<file path="src/rwsp_isqrt.sv">
// ----------------------------------------------------------------------------
// rwsp_isqrt: iterative integer square root
// Resolves two operand bits per cycle; busy_o stays high until the root holds.
// ----------------------------------------------------------------------------
module rwsp_isqrt #(
  parameter int VW = 38,
  parameter int HW = 19
) (
  input  logic          clk_i,
  input  logic          rst_ni,
  input  logic          start_i,
  input  logic [VW-1:0] op_i,
  output logic          busy_o,
  output logic [HW-1:0] root_o
);

  logic [VW-1:0] v_q, r_q, bit_q;
  logic [VW:0]   trial;

  assign trial  = {1'b0, r_q} + {1'b0, bit_q};
  assign busy_o = (bit_q != '0);
  assign root_o = r_q[HW-1:0];

  always_ff @(posedge clk_i or negedge rst_ni) begin
    if (!rst_ni) begin
      bit_q <= '0;
    end else if (start_i) begin
      bit_q <= VW'(1) << (VW - 2);
    end else if (busy_o) begin
      bit_q <= bit_q >> 2;
    end
  end

  always_ff @(posedge clk_i) begin
    if (start_i) begin
      v_q <= op_i;
      r_q <= '0;
    end else if (busy_o) begin
      if ({1'b0, v_q} >= trial) begin
        v_q <= v_q - trial[VW-1:0];
        r_q <= (r_q >> 1) + bit_q;
      end else begin
        r_q <= r_q >> 1;
      end
    end
  end

endmodule

</file>
<file path="config.mk">
export PLATFORM = sky130hd
export DESIGN_NAME = rwsp_isqrt
export DESIGN_NICKNAME = d
export VERILOG_FILES = /design/src/rwsp_isqrt.sv
export SDC_FILE = /design/constraint.sdc
export NUM_CORES = 1
export LEC_CHECK = 0
export BUFFER_PORTS_ARGS = -buffer_cell sky130_fd_sc_hd__buf_2
export CORE_MARGIN = 2
export CORE_UTILIZATION = 55
export DETAILED_ROUTE_END_ITERATION = 6
export GPL_TIMING_DRIVEN = 1
export PLACE_DENSITY = 0.71
export SLEW_MARGIN = 30
export SYNTH_ARGS = -nofsm -noshare
export SYNTH_HDL_FRONTEND = slang
export SYNTH_SLANG_ARGS = --single-unit
export TNS_END_PERCENT = 30
</file>
<file path="constraint.sdc">
create_clock -name clk_i -period 14.3 [get_ports clk_i]
set_input_delay 0.715 -clock clk_i [delete_from_list [all_inputs] [get_ports clk_i]]
set_output_delay 0.715 -clock clk_i [all_outputs]
set_load 0.005 [all_outputs]
</file>
==> results of run 1 <==
==> worst max-delay path: stages (launching register included) <==
cell      delay [ps]
dfxtp_1          450
ha_1             310
a31oi_1          300
o21bai_1         170
a31oi_1          560
o21ai_0          340
inv_1            100
o21ai_0          140
a31oi_1          390
o21ai_0          270
a21boi_0         290
xor2_1           190
ha_1             330
nor2b_1          170
o21ai_0          130
nand2_1          110
a21o_1           190
a31oi_2          270
o21a_1           180
buf_4            320
or2_1            530
buf_4            310
o21ai_0          110
a221oi_1         260
==> power by group through the flow <==
stage / Clock, mW / Combinational (mW) / Sequential, mW
detailed placement: 0 / 1.00 / 0.490
global placement: 0 / 0.995 / 0.488
global route: 0.252 / 1.13 / 0.495
CTS: 0.242 / 1.01 / 0.485
finish: 0.236 / 1.02 / 0.487
floorplan: 0 / 0.846 / 0.446
==> flip-flops by register name (all words and copies together) (netlist names) <==
register / cells
bit_q: 19
v_q: 38
r_q: 38
==> area by class of cell <==
| cell class | count | area share |
|---|---|---|
| clock inverters | 7 | 0.00618 |
| repair buffers | 65 | 0.0391 |
| clock buffers | 9 | 0.0259 |
| inverters | 31 | 0.0134 |
| flip-flops and latches | 95 | 0.273 |
| multi-input cells | 791 | 0.616 |
| well taps | 184 | 0.0265 |
==> placed cells by master, fill, tap and decap left out, types with 7 or more instances in the layout <==
| cell | n |
|---|---|
| a211oi_1 | 25 |
| a21o_1 | 20 |
| a21oi_1 | 62 |
| a311oi_1 | 8 |
| a31oi_1 | 36 |
| and3_1 | 8 |
| buf_2 | 59 |
| clkbuf_16 | 9 |
| dfrtp_1 | 19 |
| dfxtp_1 | 38 |
| edfxtp_1 | 38 |
| ha_1 | 78 |
| inv_1 | 30 |
| nand2_1 | 101 |
| nand2b_1 | 7 |
| nand3_1 | 9 |
| nand4_1 | 16 |
| nor2_1 | 76 |
| nor2b_1 | 28 |
| nor3_1 | 26 |
| nor4_1 | 8 |
| o21ai_0 | 81 |
| o21bai_1 | 10 |
| o31ai_1 | 10 |
| xnor2_1 | 53 |
| xor2_1 | 40 |
==> path summary, 6_finish.rpt <==
check / startpoint / to / slack, ps / cells past startpoint
max reg2reg: r_q[2] / r_q[6] / 7760 / 23
min in group clk_i: r_q[37] / r_q[37] / 520 / 2
max in group asynchronous: rst_ni / bit_q[28] / 13630 / 1
min: rst_ni / bit_q[6] / 320 / 1
max: r_q[2] / r_q[6] / 7760 / 23
min reg2reg: r_q[37] / r_q[37] / 520 / 2
==> routing by layer <==
metal,up-vias,part of all wire,track usage
li1,3632,-,-
met1,3381,0.49,0.373
met2,209,0.45,0.393
met3,20,0.055,0.0455
met4,0,0.012,0.0646
met5,-,0,0
==> through the flow <==
stage               area [sq um]  instances  worst slack (ps)  power [mW]
finish                      8700       1182              7760        1.74
global route                8700       1182              7330        1.88
CTS                         8700       1182              7530        1.74
detailed placement          8420       1166              7550        1.49
global placement            8420       1166              7700        1.48
floorplan                   8180        981              8640        1.29
==> logic make-up after synthesis <==
logic type,count (synthesis),synth area share
simple gates,301,0.174
buf+inv,95,0.0555
flops,95,0.291
xor+xnor,93,0.0996
mux,9,0.0119
compound gates,309,0.247
fa+ha+maj,79,0.122
==> results.md, run 1 <==
* Worst Path Required at roughly 15000 ps
* Clk buf depth at 2
* Synth async-reset ratio at 0.200
* Initial Util at 0.563
* Crit start category: flop
* HP Class: input port to async pin
* Syn. warnings at 0
* Synth Instances at slightly below 1000
* Clock network power share at 0.136
* Initial DRC count at 551
* Wirelength per Cell at between 15 and 20 microns
* Hpwl dp at roughly 15000 microns
* Antenna cells at 0
* TritonRoute pass-1 iters at 7
* Most common cell in the netlist: nand2_1
* Part of the power in registers at 0.280
* Relative slew slack at 0.524
* Combinational share of power at 0.584
* Top-Level Pins at 61
* Period Utilization, post-route at 0.457
* Sequential Area at roughly 2400 sq um
* WS Path Type: flop to flop
* CTS tree: built
* Cell taking the most area after synthesis: edfxtp_1
* Syn nets at roughly 1100
* Initial antenna violation count at 0
* Largest net degree at the start of global routing at 71
* Worst Skew at 8.61 ps
* Final core occ at 0.599
* CP max FO at 29
* Vias in the first global route at between 6000 and 7000
* DRC at 0
* Post_cts resized at 0
* Ys flop type: edfxtp_1
* Vias per cell at roughly 6.1
* Area of the multi-input gates at roughly 5400 sq um
* RSZ-0062 raised after global routing: no
* Worst-margin pin slew at 714 ps
* Core area at between 10000 and 15000 sq um
* Die Height at approximately 130 microns
* Clk sink count at 95
* CTS Hold Bufs at 0
* Maximum vdd drop at between 0.1 and 0.15 mV
* F_max at 0.153 GHz
* Sequential area share after synthesis at 0.291
* Top cells by count, synth: 102 x nand2_1, 81 x o21ai_0, 78 x ha_1, 76 x nor2_1, 62 x a21oi_1
* Post-CTS setup buffer count at 0
* Setup Viol. Count Final at 0
* FILL cells at 1362
* EDFF count, synth at 38
* TNS Setup at 0 ps
* Post-route ant nets at 0
* Clock transition at path regs at about 70 ps
* P_sw at roughly 800 uW
* Pint at roughly 940 uW
* Share of layout cells above drive strength 1 at 0.108
* Power density cells at around 200 nW/um^2
* Grt ovf at 0
* First-pass GRT wire length at approximately 33000 microns
* Status: complete, no violations
* Via count at around 7200
* Flops & latches, synth at 95
* Pins over their slew limit at 0
* Worst hold slack at 321 ps
* Post-Synthesis Mean Instance Area at roughly 8.3 sq um
* Die footprint at roughly 16000 sq um
* Gp weighted congestion at ~0.91
* Crit path capture type: flop
* Post-synthesis cell type count at 70
* Root Buffer: clkbuf_16
* Lkg Pwr at ~3.6 nW
* Max Cap Violations at 0
* # rows at 44
* Die Wd at 126 microns
* Worst-Skew Late Latency at ~370 ps
* Worst Path Arrival at roughly 7000 ps
* Total CTS buffers at 9
* Fin. Hold Viols at 0
* Share of the synthesized area in the top cell type at 0.139
* Total GRT Usage at 0.255
* Drt total wl at about 20000 microns
* Area growth, synth to finish at 6.36%
* Post-synthesis cell area at approximately 8200 sq um
* # port buffers at 60
* Sw Ratio at 0.460
* H-Tree Level Count at 3
* Top cells by area, synth: edfxtp_1 14%, ha_1 12%, dfxtp_1 9.3%
* Min Tclk post-route at ~6500 ps
* Final net count at approximately 1100
(Power assumes the default switching activity.)
==> inputs of run 2 (changes only) <==
--- a/config.mk
+++ b/config.mk
@@ -5,12 +5,13 @@
 export SDC_FILE = /design/constraint.sdc
 export NUM_CORES = 1
 export LEC_CHECK = 0
+export ABC_AREA = 1
 export BUFFER_PORTS_ARGS = -buffer_cell sky130_fd_sc_hd__buf_2
 export CORE_MARGIN = 2
 export CORE_UTILIZATION = 55
 export DETAILED_ROUTE_END_ITERATION = 6
 export GPL_TIMING_DRIVEN = 1
-export PLACE_DENSITY = 0.71
+export PLACE_DENSITY = 0.73
 export SLEW_MARGIN = 30
 export SYNTH_ARGS = -nofsm -noshare
 export SYNTH_HDL_FRONTEND = slang
==> constraint.sdc (replaced) <==
create_clock -name clk_i -period 6 [get_ports clk_i]
set_input_delay 0.3 -clock clk_i [delete_from_list [all_inputs] [get_ports clk_i]]
set_output_delay 0.3 -clock clk_i [all_outputs]
set_load 0.005 [all_outputs]
==> results.md, run 2 <==
* Cell Count Post-Placement at 2035 (was 1166)
* Top-Level Pins at 61 (unchanged)
* Max incr delay on CP at 550 ps (was 560 ps)
* CTS tree: built (unchanged)
* Flops & latches, synth at 95 (unchanged)
* Top cells by area, synth: nand2_1 19%, edfxtp_1 11%, ha_1 9.1% (was edfxtp_1 14%, ha_1 12%, dfxtp_1 9.3%)
* Drt total wl at 35500 microns (was 20300 microns)
* Commonest non-fill, non-tap cells in the layout: 551 x nand2_1, 240 x inv_1, 175 x nor2_1, 154 x nand3_1, 88 x o21ai_0 (was 101 x nand2_1, 81 x o21ai_0, 78 x ha_1, 76 x nor2_1, 62 x a21oi_1)
* Clock network power share at 0.103 (was 0.136)
* TritonRoute pass-1 iters at 5 (was 7)
* Initial DRC count at 995 (was 551)
* Gp weighted congestion at 1.04 (was 0.909)
* Worst Hold Endpoint: v_q[26]
* # port buffers at 60 (unchanged)
* R2R Setup Slk at 780 ps (was 7760 ps)
* Post-synthesis cell area at 10700 sq um (was 8180 sq um)
* Syn nets at 1879 (was 1101)
* Worst Path Arrival at 5480 ps (was 6810 ps)
* Vias per cell at 5.58 (was 6.13)
* Pins over their slew limit at 0 (unchanged)
* Root Buffer: clkbuf_16 (unchanged)
* Cell taking the most area after synthesis: nand2_1 (was edfxtp_1)
* Status: complete, no violations (unchanged)
* Leading registers by flop count: r_q (38), v_q (38), bit_q (19) (unchanged)
* Core area at 19300 sq um (was 14500 sq um)
* Period Utilization, post-route at 0.870 (was 0.457)
* Clock transition at path regs at 80 ps (was 70 ps)
* Relative slew slack at 0.463 (was 0.524)
* Final WS setup at 783 ps (was 7760 ps)
* H-Tree Level Count at 3 (unchanged)
* F_max at 0.192 GHz (was 0.153 GHz)
* Slowest library cell on the worst path: dfxtp_1 (was a31oi_1)
* Clk buf depth at 2 (unchanged)
* Largest net degree at the start of global routing at 48 (was 71)
* Maximum vdd drop at 0.313 mV (was 0.109 mV)
* Max Cap Violations at 0 (unchanged)
* Final cell count without fillers at 2052 (was 1182)
* Total GRT Usage at 0.353 (was 0.255)
* Min-Delay Startpoint: op_i[26]
* Synth async-reset ratio at 0.200 (unchanged)
* Setup Viol. Count Final at 0 (unchanged)
* Sw Ratio at 0.544 (was 0.460)
* Min Tclk post-route at 5220 ps (was 6540 ps)
* Worst-Skew Late Latency at 370 ps (about the same)
* Power density cells at 516 nW/um^2 (was 200 nW/um^2)
* Die footprint at 20600 sq um (was 15900 sq um)
* Worst-margin pin slew at 803 ps (was 714 ps)
* Post-Synthesis Mean Instance Area at 6.10 sq um (was 8.34 sq um)
* First-pass GRT wire length at 56300 microns (was 32900 microns)
* Via count at 11400 (was 7242)
* Initial antenna violation count at 0 (unchanged)
* Total CTS buffers at 9 (unchanged)
* Worst Skew at 15.2 ps (was 8.61 ps)
* Initial Util at 0.555 (was 0.563)
* Post-route ant nets at 0 (unchanged)
* FF-to-FF End: r_q[21] (was r_q[6])
* Worst Path Required at 6260 ps (was 14570 ps)
* Crit start category: flop (unchanged)
* Area growth, synth to finish at 6.19% (was 6.36%)
* Combinational share of power at 0.675 (was 0.584)
* Part of the power in registers at 0.222 (was 0.280)
* # rows at 51 (was 44)
* Clk sink count at 95 (unchanged)
* Hpwl dp at 28100 microns (was 14900 microns)
* Post-CTS setup buffer count at 0 (unchanged)
* Antenna cells at 0 (unchanged)
* Crit path capture type: flop (unchanged)
* TNS Setup at 0 ps (unchanged)
* Die Wd at 144 microns (was 126 microns)
* Syn. warnings at 0 (unchanged)
* Most frequent CP cell: nand2_1 (was o21ai_0)
* EDFF count, synth at 38 (unchanged)
* Fin. Hold Viols at 0 (unchanged)
* Most common cell in the netlist: nand2_1 (unchanged)
* R2R cell count at 25 (was 23)
* Worst r2r src: r_q[4] (was r_q[2])
* Vias in the first global route at 10900 (was 6579)
* P_sw at 3.20 mW (was 799 uW)
* CP max FO at 39 (was 29)
* Grt ovf at 0 (unchanged)
* RSZ-0062 raised after global routing: no (unchanged)
* Final net count at 1902 (was 1113)
* Top cells by count, synth: 551 x nand2_1, 240 x inv_1, 175 x nor2_1, 154 x nand3_1, 88 x o21ai_0 (was 102 x nand2_1, 81 x o21ai_0, 78 x ha_1, 76 x nor2_1, 62 x a21oi_1)
* Hold depth at 3
* Post-synthesis cell type count at 47 (was 70)
* Pint at 2.68 mW (was 939 uW)
* Most common cell after layout, fill and taps aside: nand2_1 (unchanged)
* Lkg Pwr at 5.45 nW (was 3.58 nW)
* Share of the synthesized area in the top cell type at 0.193 (was 0.139)
* Wirelength per Cell at 17.3 microns (was 17.2 microns)
* Share of layout cells above drive strength 1 at 0.0722 (was 0.108)
* Sequential area share after synthesis at 0.221 (was 0.291)
* DRC at 0 (unchanged)
* Synth Instances at 1759 (was 981)
* DP Worst Slack at 1050 ps (was 7550 ps)
* HP Class: input port to flop (was input port to async pin)
* WS Path Type: flop to flop (unchanged)
* Ys flop type: edfxtp_1 (unchanged)
* Worst hold slack at 199 ps (was 321 ps)
* Die Height at 144 microns (was 126 microns)
[run 2: worst max-delay path by stage]
stage	from	to	slack, ps
after global placement	r_q[4]	r_q[25]	1090
after CTS	r_q[4]	r_q[21]	990
after detailed placement	r_q[4]	r_q[21]	1050
after floorplan	bit_q[4]	v_q[0]	230
final	r_q[4]	r_q[21]	780
after global routing	r_q[4]	r_q[21]	450
[run 2: per-stage QoR]
stage	utilization	total power, mW	cell area (sq um)
after CTS	0.589	5.80	11400
final	0.589	5.88	11400
after global placement	0.574	5.13	11100
after detailed placement	0.574	5.17	11100
after global routing	0.589	6.42	11400
after floorplan	-	4.24	10700
[run 2: critical path, delay by kind of cell (launching register included)]
kind,cells,cell delay [ps]
AO/OA/AOI/OAI,6,1370
XOR/XNOR,1,260
adder cells (fa/ha/maj),2,690
buffers and inverters,3,520
flip-flops,1,550
AND/OR/NAND/NOR,13,1650
[run 2: final cells by class]
type | count | area (sq um)
fillers | 1964 | 7940
multi-input cells | 1366 | 7120
repair buffers | 68 | 363
flip-flops and latches | 95 | 2380
inverters | 242 | 908
clock inverters | 6 | 57.6
well taps | 265 | 332
clock buffers | 10 | 239
[run 2: timing repair]
action	4_1_cts	5_1_grt
endpoints found under the hold margin	19	0
gates resized for setup	0	0
hold buffers	1	0
[run 2: metal layers]
layer,wire (microns),track usage,share of wire,vias to the layer above
met3,1890,0.0383,0.053,74
met4,1190,0.126,0.034,0
met5,0,0,0,-
li1,-,-,-,5733
met2,17000,0.616,0.48,438
met1,15400,0.451,0.43,5204
[run 2: kinds of logic after synthesis]
group,Yosys count,share of synthesized area
xor+xnor,69,0.0563
compound gates,236,0.121
buf+inv,298,0.117
flops,95,0.221
simple gates,982,0.391
fa+ha+maj,79,0.0928
[run 2: power by group through the flow]
stage	Combinational (mW)	Clock, mW	Sequential, mW
4_1_cts	3.89	0.613	1.29
5_1_grt	4.45	0.632	1.34
3_5_place_dp	3.86	0	1.30
6_report	3.97	0.606	1.31
3_3_place_gp	3.83	0	1.30
2_1_floorplan	3.08	0	1.17
